File: config.mk
export PLATFORM = sky130hd
export DESIGN_NAME = key_click_classifier_core
export DESIGN_NICKNAME = d
export VERILOG_FILES = /design/src/hw/rtl/kcc_pkg.sv /design/src/hw/rtl/kcc_cfg_regs.sv /design/src/hw/rtl/kcc_step.sv /design/src/hw/rtl/key_click_classifier_core.sv
export SDC_FILE = /design/constraint.sdc
export NUM_CORES = 1
export LEC_CHECK = 0
export ABC_AREA = 0
export BUFFER_PORTS_ARGS = -buffer_cell sky130_fd_sc_hd__buf_2
export CORE_MARGIN = 3
export CORE_UTILIZATION = 27
export CTS_CLUSTER_SIZE = 10
export DETAILED_ROUTE_END_ITERATION = 6
export PLACE_DENSITY = 0.54
export SLEW_MARGIN = 20
export SYNTH_ARGS = -nofsm -noshare
export SYNTH_HDL_FRONTEND = slang
export SYNTH_SLANG_ARGS = --single-unit
File: constraint.sdc
create_clock -name clk -period 4.4 [get_ports clk]
set_clock_uncertainty 0.15 [all_clocks]
set_input_delay 0.22 -clock clk [delete_from_list [all_inputs] [get_ports clk]]
set_output_delay 0.22 -clock clk [all_outputs]
set_load 0.005 [all_outputs]
File: src/hw/rtl/kcc_pkg.sv
`default_nettype none

package kcc_pkg;

    localparam int KEY_IDX_W = 3;
    localparam int TICK_W    = 8;
    localparam int APB_DW    = 32;
    localparam int APB_AW    = 4;

    typedef enum logic [2:0] {
        PH_IDLE     = 3'd0,
        PH_DEBOUNCE = 3'd1,
        PH_PRESSED  = 3'd2,
        PH_LONG     = 3'd3,
        PH_WAIT     = 3'd4,
        PH_SECOND   = 3'd5
    } phase_t;

    typedef enum logic [1:0] {
        EV_NONE   = 2'd0,
        EV_SINGLE = 2'd1,
        EV_DOUBLE = 2'd2,
        EV_LONG   = 2'd3
    } click_kind_t;

    localparam logic [1:0] REG_LONG_PRESS  = 2'd0;
    localparam logic [1:0] REG_DOUBLE_WAIT = 2'd1;
    localparam logic [1:0] REG_PRESS_LEVEL = 2'd2;

    localparam logic [TICK_W-1:0] LONG_PRESS_RST  = 8'd50;
    localparam logic [TICK_W-1:0] DOUBLE_WAIT_RST = 8'd25;

    typedef struct packed {
        logic [TICK_W-1:0] long_press_ticks;
        logic [TICK_W-1:0] double_wait_ticks;
        logic              pressed_level;
    } cfg_t;

    typedef struct packed {
        phase_t            phase;
        logic [TICK_W-1:0] count;
        click_kind_t       click_kind;
    } step_t;

endpackage

`default_nettype wire

File: src/hw/rtl/kcc_cfg_regs.sv
`default_nettype none

module kcc_cfg_regs
    import kcc_pkg::*;
(
    input  wire logic              clk,
    input  wire logic              rst_n,
    input  wire logic              psel,
    input  wire logic              penable,
    input  wire logic              pwrite,
    input  wire logic [APB_AW-1:0] paddr,
    input  wire logic [APB_DW-1:0] pwdata,
    output logic      [APB_DW-1:0] prdata,
    output logic                   pready,
    output cfg_t                   cfg
);

    cfg_t       cfg_reg;
    logic       wr_en;
    logic [1:0] reg_idx;

    assign pready  = 1'b1;
    assign wr_en   = psel & penable & pwrite & pready;
    assign reg_idx = paddr[3:2];
    assign cfg     = cfg_reg;

    always_ff @(posedge clk or negedge rst_n)
    begin
        if (!rst_n)
        begin
            cfg_reg.long_press_ticks  <= LONG_PRESS_RST;
            cfg_reg.double_wait_ticks <= DOUBLE_WAIT_RST;
            cfg_reg.pressed_level     <= 1'b0;
        end
        else if (wr_en)
        begin
            unique case (reg_idx)
                REG_LONG_PRESS:  cfg_reg.long_press_ticks  <= pwdata[TICK_W-1:0];
                REG_DOUBLE_WAIT: cfg_reg.double_wait_ticks <= pwdata[TICK_W-1:0];
                REG_PRESS_LEVEL: cfg_reg.pressed_level     <= pwdata[0];
                default:         ;
            endcase
        end
    end

    always_comb
    begin
        prdata = '0;
        unique case (reg_idx)
            REG_LONG_PRESS:  prdata[TICK_W-1:0] = cfg_reg.long_press_ticks;
            REG_DOUBLE_WAIT: prdata[TICK_W-1:0] = cfg_reg.double_wait_ticks;
            REG_PRESS_LEVEL: prdata[0]          = cfg_reg.pressed_level;
            default:         prdata             = '0;
        endcase
    end

endmodule

`default_nettype wire

File: src/hw/rtl/kcc_step.sv
`default_nettype none

module kcc_step
    import kcc_pkg::*;
(
    input  wire phase_t            phase,
    input  wire logic [TICK_W-1:0] count,
    input  wire logic              pressed,
    input  wire cfg_t              cfg,
    output step_t                  result
);

    logic              long_hit;
    logic              wait_hit;
    logic [TICK_W-1:0] count_inc;

    assign long_hit  = count >= cfg.long_press_ticks;
    assign wait_hit  = count >= cfg.double_wait_ticks;
    assign count_inc = count + TICK_W'(1);

    always_comb
    begin
        result.phase      = phase;
        result.count      = count;
        result.click_kind = EV_NONE;
        unique case (phase)
            PH_DEBOUNCE:
            begin
                result.phase = pressed ? PH_PRESSED : PH_IDLE;
            end
            PH_PRESSED:
            begin
                if (pressed && long_hit)
                begin
                    result.phase = PH_LONG;
                    result.count = '0;
                end
                else if (pressed)
                begin
                    result.count = count_inc;
                end
                else
                begin
                    result.phase = PH_WAIT;
                    result.count = '0;
                end
            end
            PH_LONG:
            begin
                result.count = '0;
                if (!pressed)
                begin
                    result.phase      = PH_IDLE;
                    result.click_kind = EV_LONG;
                end
            end
            PH_WAIT:
            begin
                if (!pressed && wait_hit)
                begin
                    result.phase      = PH_IDLE;
                    result.count      = '0;
                    result.click_kind = EV_SINGLE;
                end
                else if (!pressed)
                begin
                    result.count = count_inc;
                end
                else
                begin
                    result.phase = PH_SECOND;
                    result.count = '0;
                end
            end
            PH_SECOND:
            begin
                if (pressed && long_hit)
                begin
                    result.phase      = PH_LONG;
                    result.count      = '0;
                    result.click_kind = EV_SINGLE;
                end
                else if (pressed)
                begin
                    result.count = count_inc;
                end
                else
                begin
                    result.phase      = PH_IDLE;
                    result.count      = '0;
                    result.click_kind = EV_DOUBLE;
                end
            end
            default:
            begin
                result.phase = pressed ? PH_DEBOUNCE : PH_IDLE;
            end
        endcase
    end

endmodule

`default_nettype wire

File: src/hw/rtl/key_click_classifier_core.sv
`default_nettype none

// channel   dir  handshake          payload
// s_*       in   s_tvalid/s_tready  tick sample: key index, pin level
// m_*       out  m_tvalid/m_tready  classified event with its key index
// apb       in   psel/penable       thresholds and pressed level
//
// one tick sample per cycle sustained while the output is not stalled
// path: input register, per-key state read and update, result register
// per-key state lives in flip-flops, one entry per key, updated in beat order
// rst_n clears all keys to idle with zero count and loads default thresholds
// a stalled output holds its beat; the input register keeps taking beats while
// the result register is free or drains in the same cycle

module key_click_classifier_core
    import kcc_pkg::*;
#(
    parameter int NUM_KEYS = 8
)
(
    input  wire logic              clk,
    input  wire logic              rst_n,
    input  wire logic              s_tvalid,
    output logic                   s_tready,
    input  wire logic [7:0]        s_tdata,   // key_index[2:0], pin_level[3], zero pad
    output logic                   m_tvalid,
    input  wire logic              m_tready,
    output logic      [7:0]        m_tdata,   // click_kind[1:0], event_key[4:2], zero pad
    input  wire logic              psel,
    input  wire logic              penable,
    input  wire logic              pwrite,
    input  wire logic [APB_AW-1:0] paddr,
    input  wire logic [APB_DW-1:0] pwdata,
    output logic      [APB_DW-1:0] prdata,
    output logic                   pready
);

    localparam int KEY_W = (NUM_KEYS > 1) ? $clog2(NUM_KEYS) : 1;
    localparam int EXT_W = KEY_W + KEY_IDX_W;

    cfg_t cfg;

    logic                 s1_valid_reg;
    logic [KEY_IDX_W-1:0] s1_key_reg;
    logic                 s1_pin_reg;
    logic                 s1_adv;

    phase_t               phase_reg [NUM_KEYS];
    logic [TICK_W-1:0]    count_reg [NUM_KEYS];

    logic [EXT_W-1:0]     key_ext;
    logic [KEY_W-1:0]     key_sel;
    logic                 key_ok;
    phase_t               cur_phase;
    logic [TICK_W-1:0]    cur_count;
    logic                 pressed;
    step_t                step;

    logic                 out_valid_reg;
    click_kind_t          event_reg;
    logic [KEY_IDX_W-1:0] event_key_reg;

    kcc_cfg_regs u_cfg (
        .clk     (clk),
        .rst_n   (rst_n),
        .psel    (psel),
        .penable (penable),
        .pwrite  (pwrite),
        .paddr   (paddr),
        .pwdata  (pwdata),
        .prdata  (prdata),
        .pready  (pready),
        .cfg     (cfg)
    );

    assign s1_adv   = s1_valid_reg && (!out_valid_reg || m_tready);
    assign s_tready = !s1_valid_reg || s1_adv;

    always_ff @(posedge clk or negedge rst_n)
    begin
        if (!rst_n)
        begin
            s1_valid_reg <= 1'b0;
        end
        else if (s_tready)
        begin
            s1_valid_reg <= s_tvalid;
        end
    end

    always_ff @(posedge clk)
    begin
        if (s_tvalid && s_tready)
        begin
            s1_key_reg <= s_tdata[KEY_IDX_W-1:0];
            s1_pin_reg <= s_tdata[KEY_IDX_W];
        end
    end

    assign key_ext   = {{KEY_W{1'b0}}, s1_key_reg};
    assign key_sel   = key_ext[KEY_W-1:0];
    assign key_ok    = key_ext < EXT_W'(NUM_KEYS);
    assign cur_phase = key_ok ? phase_reg[key_sel] : PH_IDLE;
    assign cur_count = key_ok ? count_reg[key_sel] : '0;
    assign pressed   = s1_pin_reg == cfg.pressed_level;

    kcc_step u_step (
        .phase   (cur_phase),
        .count   (cur_count),
        .pressed (pressed),
        .cfg     (cfg),
        .result  (step)
    );

    always_ff @(posedge clk or negedge rst_n)
    begin
        if (!rst_n)
        begin
            for (int i = 0; i < NUM_KEYS; i++)
            begin
                phase_reg[i] <= PH_IDLE;
                count_reg[i] <= '0;
            end
        end
        else if (s1_adv && key_ok)
        begin
            phase_reg[key_sel] <= step.phase;
            count_reg[key_sel] <= step.count;
        end
    end

    always_ff @(posedge clk or negedge rst_n)
    begin
        if (!rst_n)
        begin
            out_valid_reg <= 1'b0;
        end
        else if (s1_adv)
        begin
            out_valid_reg <= 1'b1;
        end
        else if (m_tready)
        begin
            out_valid_reg <= 1'b0;
        end
    end

    always_ff @(posedge clk)
    begin
        if (s1_adv)
        begin
            event_reg     <= key_ok ? step.click_kind : EV_NONE;
            event_key_reg <= s1_key_reg;
        end
    end

    assign m_tvalid = out_valid_reg;
    assign m_tdata  = {3'b000, event_key_reg, event_reg};

    // idle and debounce keys never carry a count
    assert property (@(posedge clk) disable iff (!rst_n)
        (s1_valid_reg && key_ok && (cur_phase == PH_IDLE || cur_phase == PH_DEBOUNCE))
        |-> cur_count == '0)
        else $error("count nonzero in idle or debounce");

    // long-held keeps its count cleared
    assert property (@(posedge clk) disable iff (!rst_n)
        (s1_valid_reg && key_ok && cur_phase == PH_LONG) |-> cur_count == '0)
        else $error("count nonzero in long-held");

    // every advanced sample shows up as an output beat
    assert property (@(posedge clk) disable iff (!rst_n)
        s1_adv |=> m_tvalid)
        else $error("sample advanced without output beat");

    // keys beyond the table never report an event
    assert property (@(posedge clk) disable iff (!rst_n)
        (s1_adv && !key_ok) |=> event_reg == EV_NONE)
        else $error("event reported for absent key");

    // empty input register always takes a beat
    assert property (@(posedge clk) disable iff (!rst_n)
        !s1_valid_reg |-> s_tready)
        else $error("input stalled while empty");

endmodule

`default_nettype wire

==> results.tsv, run 1 <==
metric	value	unit
outcome	finished clean	
Hold Path Class	in2reg	
ANT cells	0	
Post-synth EDFFs	9	
max reg flops	64	
Arr. time, crit path	4240	ps
initial core utilization	27.6	%
CP Max Fanout	16	
# setup viols final	0	
Hold Fails Final Rpt	0	
CP max stage delay	640	ps
first-pass GRT wire length	23200	microns
# rows	54	
input/output buffers	35	
Crit. End Element	flop	
post-route setup TNS	0	ps
max-slew violations	0	
Residual DRC	0	
postcts setup bufs	0	
vias	4317	
critical-path cell list	buf_4 > mux2_2 > a221oi_1 > o22ai_1 > ha_1 > nand3_1 > nand2_1 > a21oi_1 > o21ai_0 > buf_4 > nor3_2 > buf_4 > or2_4 > mux2_2 > mux2_2	
Tmin final	4090	ps
Clock Latency Late Sink	430	ps
total CTS buffers	17	
synthesized area	6060	sq um
Avg Inst Size Synth	10.7	sq um
Tot GR Track Use	12.3	%
H-Tree Depth	4	
RSZ-0062 raised after global routing	false	
top post-synthesis cells by area	dfrtp_1 42%, mux2_2 9.1%, edfxtp_1 4.5%	
HPWL after detailed placement	9570	microns
DR vias/cell	4.66	
normalized max-slew margin	35.2	%
clock buffer depth	2	
CTS root buf	clkbuf_16	
Core Area	22000	sq um
Final ANT Viol Nets	0	
Max Fclk	244	MHz
Commonest cells post-synth	101 x dfrtp_1, 60 x nand2_1, 49 x mux2_2, 43 x nor2_1, 35 x a21oi_1	
Power Total	0.00444	W
Routed WL	14200	microns
initial antenna violation count	0	
Yosys top cell area share	41.7	%
layout overhead on the synthesized area	20.5	%
synthesized instance count	566	
die width	156	microns
worst hold slack	75.1	ps
pin count of the biggest net entering global routing	73	
Yosys warning total	0	
Synth area leader	dfrtp_1	
vias in the first global route	4250	
Avg WL per Cell	15.3	microns
final clock period utilization by the worst path	93.0	%
layout cells sized above 1	26.3	%
Starting DRT DRC Count	201	
fin nets	702	
cell area after layout	7300	sq um
WP data required	4550	ps
CTS tree	yes	
post-synthesis async set-or-reset flop share	92.2	%
die span in y	156	microns
io pins	94	
grt ovf	0	
Distinct cells, synth	57	
Die ar.	24300	sq um
Crit Path Class	reg2reg	
Leak	3.27	nW
Sink Count	116	
routability cong.	0.758	
top_reg_cell synth	dfrtp_1	
Worst Max-Slew Pin Slew	970	ps
sequential element share of the synthesized area	48.8	%
DRT Pass-1 Iters	6	
#FFs+latches synth	116	
Startpoint Class	flop	
MaxCap Viol Count	0	
count leader, synth	dfrtp_1	
Reg clk slew, reported paths	50	ps
Max VDD drop	292	uV
placed cell area	6570	sq um
CP max-delay cell	edfxtp_1	
pwr dens	607	nW/um^2
[layout by cell type, fill, tap and decap left out, drive strengths merged, types with 15 or more instances in the layout]
master	Yosys	routed
dlygate4sd3	0	16
conb	2	28
nor2	43	43
o21ai	48	48
buf	41	58
dfrtp	101	101
mux2	53	53
ha	17	17
nand2	60	60
mux2i	15	15
inv	21	21
clkbuf	10	27
a21oi	36	36
[layout make-up]
cell class	count	area [sq um]
sequential	116	2960
clock buffer	27	513
multi-input combinational	404	2830
timing repair buffer	74	536
fill	2206	14700
inverter	21	78.8
clock inverter	4	45.0
tap	280	350
[kinds of logic after synthesis]
family / synth area share, %
and+or+nand+nor: 11.9
AOI/OAI and AO/OA: 13.6
DFF: 48.8
muxes: 15.2
buffers and inverters: 6.79
adders and majority gates: 3.51
other: 0.124
xor gates and xnor gates: 0.145
[metrics by stage]
step,instances,util [%],setup slack (ps)
floorplan,592,-,613
global placement,879,29.9,279
detailed placement,879,29.9,291
CTS,926,33.2,249
global route,926,33.3,17.3
finish,926,33.3,306
[worst max-delay path, delay by kind of cell (launching register included)]
family,cells,cell delay [ps]
AOI/OAI and AO/OA,4,690
and+or+nand+nor,4,450
buffers and inverters,3,670
DFF,1,640
muxes,3,1000
adders and majority gates,1,340
[metal layers]
metal	GRT usage [%]	vias up	part of all wire, %
met5	0	-	0
met4	4.16	0	1.3
met3	3.41	13	4.4
met2	19.8	98	47
met1	16.0	2102	48
li1	-	2104	-
[timing repair]
action,in CTS,in global routing
hold endpoints to repair,88,0
gates resized for setup,0,3
setup endpoints to repair,0,13
hold buffers,16,0
[path summary, 6_finish.rpt]
kind / from / end / slack (ps) / cells past startpoint
min reg2reg: phase_reg[8]$_DFFE_PN0P_ / phase_reg[8]$_DFFE_PN0P_ / 320 / 2
min in group asynchronous: rst_n / count_reg[62]$_DFFE_PN0P_ / 340 / 2
max: key_sel[1]$_DFFE_PP_ / count_reg[0]$_DFFE_PN0P_ / 310 / 15
min: paddr[3] / u_cfg.cfg[0]$_DFFE_PN0P_ / 80 / 3
max reg2reg: key_sel[1]$_DFFE_PP_ / count_reg[0]$_DFFE_PN0P_ / 310 / 15
max in group asynchronous: rst_n / u_cfg.cfg[0]$_DFFE_PN0P_ / 2710 / 3
[where the power goes]
part / internal [W] / total (W) / leakage [nW] / switching, W
Clock: 0.000844 / 0.00131 / 0.277 / 0.000462
Sequential: 0.00150 / 0.00172 / 1.41 / 0.000212
Combinational: 0.000645 / 0.00141 / 1.59 / 0.000769
Note: power is estimated with default switching activity, not from simulation.
==> run 2, diff against run 1 <==
--- a/config.mk
+++ b/config.mk
@@ -12,6 +12,7 @@
 export CTS_CLUSTER_SIZE = 10
 export DETAILED_ROUTE_END_ITERATION = 6
 export PLACE_DENSITY = 0.54
+export RECOVER_POWER = 50
 export SLEW_MARGIN = 20
 export SYNTH_ARGS = -nofsm -noshare
 export SYNTH_HDL_FRONTEND = slang
==> run 2 against run 1 <==
The run now ends with max-capacitance violations, max-slew violations left. Core utilization is 0.10 points lower. Combinational power hardly changed. Sequential cell count stayed put.
==> results.tsv, run 2 (synthesized netlist as in run 1, its figures left out) <==
metric	value	unit
clock buffer depth	2	
total CTS buffers	17	
layout overhead on the synthesized area	20.1	%
worst hold slack	75.2	ps
RSZ-0062 raised after global routing	false	
initial antenna violation count	0	
pin count of the biggest net entering global routing	73	
Tot GR Track Use	12.3	%
final clock period utilization by the worst path	93.4	%
CP Buf/Inv Count	3	
Tmin final	4110	ps
Crit Path Class	reg2reg	
fin util	33.2	%
max-slew violations	73	
vias in the first global route	4250	
# rows	54	
Crit. End Element	flop	
Reg clk slew, reported paths	50	ps
Max VDD drop	293	uV
CP max-delay cell	edfxtp_1	
Worst path top cell family by delay	multiplexers	
Startpoint Class	flop	
CP Max Fanout	16	
Routed WL	14200	microns
cell area after layout	7280	sq um
commonest non-fill, non-tap cell in the layout	dfrtp_1	
DR vias/cell	4.66	
Arr. time, crit path	4260	ps
input/output buffers	35	
violated checks	max-capacitance violations, max-slew violations	
H-Tree Depth	4	
Core Area	22000	sq um
routability cong.	0.758	
Clock Latency Late Sink	430	ps
outcome	finished with violations	
DRT Pass-1 Iters	4	
vias	4317	
Final ANT Viol Nets	0	
critical-path cell list	buf_4 > mux2_2 > a221oi_1 > o22ai_1 > ha_1 > nand3_1 > nand2_1 > a21oi_1 > o21ai_0 > buf_4 > nor3_2 > buf_4 > or2_4 > mux2_2 > mux2_2	
fin nets	702	
grt ovf	0	
pwr dens	608	nW/um^2
Residual DRC	0	
max reg flops	64	
HPWL after detailed placement	9570	microns
Worst Max-Slew Pin Slew	1810	ps
Hold Fails Final Rpt	0	
initial core utilization	27.6	%
Max Fclk	243	MHz
Fillers	2217	
WP data required	4550	ps
CP max stage delay	640	ps
# setup viols final	0	
placed cell area	6570	sq um
CTS tree	yes	
post-route setup TNS	0	ps
most frequent cells in the layout	101 x dfrtp_1, 60 x nand2_1, 49 x mux2_2, 43 x nor2_1, 34 x a21oi_1	
layout cells sized above 1	24.1	%
Leak	3.23	nW
die span in y	156	microns
MaxCap Viol Count	1	
first-pass GRT wire length	23200	microns
Sink Count	116	
Avg WL per Cell	15.3	microns
CTS root buf	clkbuf_16	
normalized max-slew margin	-20.8	%
Die ar.	24300	sq um
Hold Path Class	in2reg	
Starting DRT DRC Count	200	
ANT cells	0	
die width	156	microns
io pins	94	
==> run 2: changes by cell type in the layout (fill, tap and decap cells not counted), moves of 2 or more <==
cell,before,now
clkbuf_1,5,17
buf_2,34,21
dfstp_2,6,4
clkbuf_2,0,4
dfstp_1,0,2
buf_4,22,19
==> run 2: cell type report <==
cell class | count | area, sq um | area share [%]
sequential | 116 | 2960 | 40.6
multi-input combinational | 404 | 2830 | 38.8
clock buffer | 27 | 513 | 7.04
timing repair buffer | 74 | 513 | 7.04
tap | 280 | 350 | 4.81
inverter | 21 | 78.8 | 1.08
clock inverter | 4 | 45.0 | 0.619
==> run 2: power breakdown <==
group	switching (W)	internal, W	total [W]	leakage, nW
clock network	0.000461	0.000844	0.00131	0.277
registers	0.000210	0.00150	0.00171	1.41
logic	0.000769	0.000641	0.00141	1.55
total	0.00144	0.00299	0.00443	3.23
==> run 2: path summary, 6_finish.rpt <==
path,depth (start not counted),end,startpoint,slack (ps)
worst max-delay path,15,count_reg[0]$_DFFE_PN0P_,key_sel[1]$_DFFE_PP_,290
worst min-delay path,3,u_cfg.cfg[0]$_DFFE_PN0P_,paddr[3],80
worst max register to register,15,count_reg[0]$_DFFE_PN0P_,key_sel[1]$_DFFE_PP_,290
worst min register to register,2,phase_reg[8]$_DFFE_PN0P_,phase_reg[8]$_DFFE_PN0P_,320
max in group asynchronous,3,u_cfg.cfg[0]$_DFFE_PN0P_,rst_n,1630
min in group asynchronous,2,count_reg[62]$_DFFE_PN0P_,rst_n,700
==> run 2: worst min-delay path: cells and delay by family <==
| kind | cells | cell delay (ps) |
|---|---|---|
| buffers and inverters | 1 | 170 |
| and+or+nand+nor | 1 | 80 |
| muxes | 1 | 140 |
==> run 2: timing repair <==
item | in CTS | in global routing
endpoints found under the hold margin | 88 | 0
setup buffers | 0 | 0
resized for setup | 0 | 3
hold buffers | 16 | 0
endpoints found under the setup margin | 0 | 13
==> run 2: per-stage QoR <==
step / std cells / setup WS (ps) / power, W
after global placement: 879 / 279 / 0.00310
after floorplan: 592 / 613 / 0.00272
after detailed placement: 879 / 291 / 0.00314
after global routing: 926 / 17.3 / 0.00475
after CTS: 926 / 249 / 0.00447
final: 926 / 292 / 0.00443
==> run 2: routing by layer <==
metal | global-route usage [%] | part of all wire (%) | vias to the layer above
li1 | - | - | 2102
met3 | 3.41 | 4.2 | 13
met4 | 4.16 | 1.3 | 0
met2 | 19.8 | 47 | 92
met5 | 0 | 0 | -
met1 | 16.0 | 48 | 2110
==> run 3, diff against run 2 <==
--- a/config.mk
+++ b/config.mk
@@ -7,11 +7,13 @@
 export LEC_CHECK = 0
 export ABC_AREA = 0
 export BUFFER_PORTS_ARGS = -buffer_cell sky130_fd_sc_hd__buf_2
+export CELL_PAD_IN_SITES_DETAIL_PLACEMENT = 1
+export CELL_PAD_IN_SITES_GLOBAL_PLACEMENT = 1
 export CORE_MARGIN = 3
 export CORE_UTILIZATION = 27
 export CTS_CLUSTER_SIZE = 10
 export DETAILED_ROUTE_END_ITERATION = 6
-export PLACE_DENSITY = 0.54
+export PLACE_DENSITY = 0.63
 export RECOVER_POWER = 50
 export SLEW_MARGIN = 20
 export SYNTH_ARGS = -nofsm -noshare
==> run 3 against run 2 <==
The run still ends with max-capacitance violations, max-slew violations left. Count of clock-buffer cells in the layout rose by 2. Final cell count fell by 0.11%. Non-clock buffer count fell by 2. Via count rose by 4.2%. Power rose by 0.82%. Sequential share of layout area barely moved. Largest cell class unchanged. Die area did not move. Largest power group unchanged. Critical endpoint is now count_reg[40]$_DFFE_PN0P_. Maximum frequency fell by 2.5%. First-iteration DRC count fell by 15%.
==> results.tsv, run 3 (synthesized netlist as in run 1, its figures left out) <==
metric	value	unit
outcome	finished with violations	
violated checks	max-capacitance violations, max-slew violations	
CTS tree	yes	
routability cong.	0.781	
Crit. End Element	flop	
# setup viols final	0	
Internal Power	0.00296	W
Max Fclk	237	MHz
clock buffer depth	2	
Startpoint Class	flop	
Tmin final	4210	ps
total CTS buffers	17	
first-pass GRT wire length	25900	microns
fin nets	700	
WP data required	4540	ps
pin count of the biggest net entering global routing	78	
Clock Latency Late Sink	410	ps
commonest non-fill, non-tap cell in the layout	dfrtp_1	
die span in y	156	microns
Arr. time, crit path	4360	ps
most used cell, CP	mux2_2	
DR vias/cell	4.86	
ANT cells	0	
H-Tree Depth	4	
Tot GR Track Use	13.7	%
Avg WL per Cell	17.4	microns
Power Total	0.00446	W
layout cells sized above 1	24.5	%
NetSw	0.00151	W
Final ANT Viol Nets	0	
Leak	3.22	nW
Residual DRC	0	
Starting DRT DRC Count	170	
Worst Max-Slew Pin Slew	1930	ps
die width	156	microns
Fillers	2427	
max-slew violations	78	
io pins	94	
HPWL after detailed placement	11200	microns
grt ovf	0	
RSZ-0062 raised after global routing	false	
Sink Count	116	
Gate power share	33.1	%
# rows	54	
layout overhead on the synthesized area	20.0	%
reg-to-reg critical path startpoint	key_sel[2]$_DFFE_PP_	
Hold Fails Final Rpt	0	
CP max stage delay	450	ps
Die ar.	24300	sq um
critical-path cell list	buf_12 > mux2_2 > a221o_1 > a221o_1 > ha_1 > nand2_1 > o21ai_0 > a31oi_1 > o21ai_0 > buf_4 > nor3_4 > or2_4 > mux2_2 > mux2_2	
Core Area	22000	sq um
initial core utilization	27.6	%
reg-to-reg setup timing slack	190	ps
initial antenna violation count	0	
postcts setup bufs	0	
max reg flops	64	
Hold Path Stages	3	
input/output buffers	35	
Clk pwr share	28.3	%
Worst Hold Launch	paddr[3]	
Hold Path Sink	u_cfg.cfg[0]$_DFFE_PN0P_	
area of the multi-input gates	2840	sq um
Register Area	2960	sq um
post-route setup TNS	0	ps
most frequent cells in the layout	101 x dfrtp_1, 60 x nand2_1, 49 x mux2_2, 42 x nor2_1, 33 x a21oi_1	
vias	4500	
CP Max Fanout	26	
Net Sw Frac	33.8	%
Hold Path Class	in2reg	
Routed WL	16100	microns
CTS root buf	clkbuf_16	
vias in the first global route	4818	
final clock period utilization by the worst path	95.7	%
normalized max-slew margin	-29.0	%
CP max-delay cell	a221o_1	
Crit Path Class	reg2reg	
R2R depth	14	
Max VDD drop	308	uV
pwr dens	614	nW/um^2
Reg clk slew, reported paths	50	ps
MaxCap Viol Count	1	
worst reg2reg path endpoint	count_reg[40]$_DFFE_PN0P_	
DRT Pass-1 Iters	4	
Flop pwr share	38.6	%
==> run 3: changes by cell type in the layout (fill, tap and decap cells not counted), sizes merged <==
cell      before  now
clkbuf        43   42
clkinvlp       0    1
clkinv         3    2
bufinv         1    0
buf           42   43
==> run 3: layer usage <==
metal  GRT usage (%)  vias up  wire (microns)
met5               0        -               0
met4            4.04        0             197
met3            3.41       15             776
met2            24.1      100            8230
met1            16.6     2286            6840
li1                -     2099               -
==> run 3: how the worst max path moves through the flow <==
stage,startpoint,endpoint,slack (ps),cells past startpoint
3_5_place_dp,key_sel[0]$_DFFE_PP_,count_reg[58]$_DFFE_PN0P_,10,13
3_3_place_gp,key_sel[2]$_DFFE_PP_,count_reg[56]$_DFFE_PN0P_,180,13
6_report,key_sel[2]$_DFFE_PP_,count_reg[40]$_DFFE_PN0P_,190,14
4_1_cts,key_sel[2]$_DFFE_PP_,count_reg[34]$_DFFE_PN0P_,120,14
5_1_grt,key_sel[2]$_DFFE_PP_,count_reg[34]$_DFFE_PN0P_,3,14
2_1_floorplan,key_sel[1]$_DFFE_PP_,count_reg[48]$_DFFE_PN0P_,610,14
==> run 3: power groups by stage <==
stage	combinational [W]	sequential, W	clock, W
2_1_floorplan	0.00105	0.00167	0
3_3_place_gp	0.00135	0.00171	0
3_5_place_dp	0.00144	0.00174	0
4_1_cts	0.00146	0.00173	0.00130
5_1_grt	0.00166	0.00178	0.00135
6_report	0.00148	0.00172	0.00126
==> run 3: cell type report <==
class | instances | area share [%]
sequential | 116 | 40.6
multi-input combinational | 404 | 39.1
clock buffer | 29 | 7.29
timing repair buffer | 72 | 6.90
tap | 280 | 4.82
inverter | 21 | 1.08
clock inverter | 3 | 0.241
==> run 3: worst max-delay path, delay by kind of cell, from the launching register on <==
kind / cells / cell delay [ps]
AOI/OAI and AO/OA: 5 / 1370
adders and majority gates: 1 / 330
buffers and inverters: 2 / 410
DFF: 1 / 380
muxes: 3 / 990
and+or+nand+nor: 3 / 430
==> run 3: metrics by stage <==
| stage | cells | setup slack, ps | area, sq um | utilization (%) | hold WS [ps] |
|---|---|---|---|---|---|
| 6_report | 925 | 188 | 7280 | 33.1 | 88.1 |
| 5_1_grt | 925 | 3.01 | 7280 | 33.1 | 91.4 |
| 4_1_cts | 925 | 119 | 7260 | 33.1 | 79.6 |
| 3_5_place_dp | 877 | 9.55 | 6550 | 29.8 | 254 |
| 3_3_place_gp | 877 | 183 | 6550 | 29.8 | 250 |
| 2_1_floorplan | 592 | 613 | 6160 | - | -226 |
==> run 3: repair_timing <==
| item | in CTS | in global routing |
|---|---|---|
| hold endpoints to repair | 98 | 0 |
| gates cloned | 0 | 0 |
| setup endpoints to repair | 2 | 42 |
| hold buffers | 16 | 0 |
| gates resized for setup | 1 | 7 |
| pin swaps | 0 | 1 |
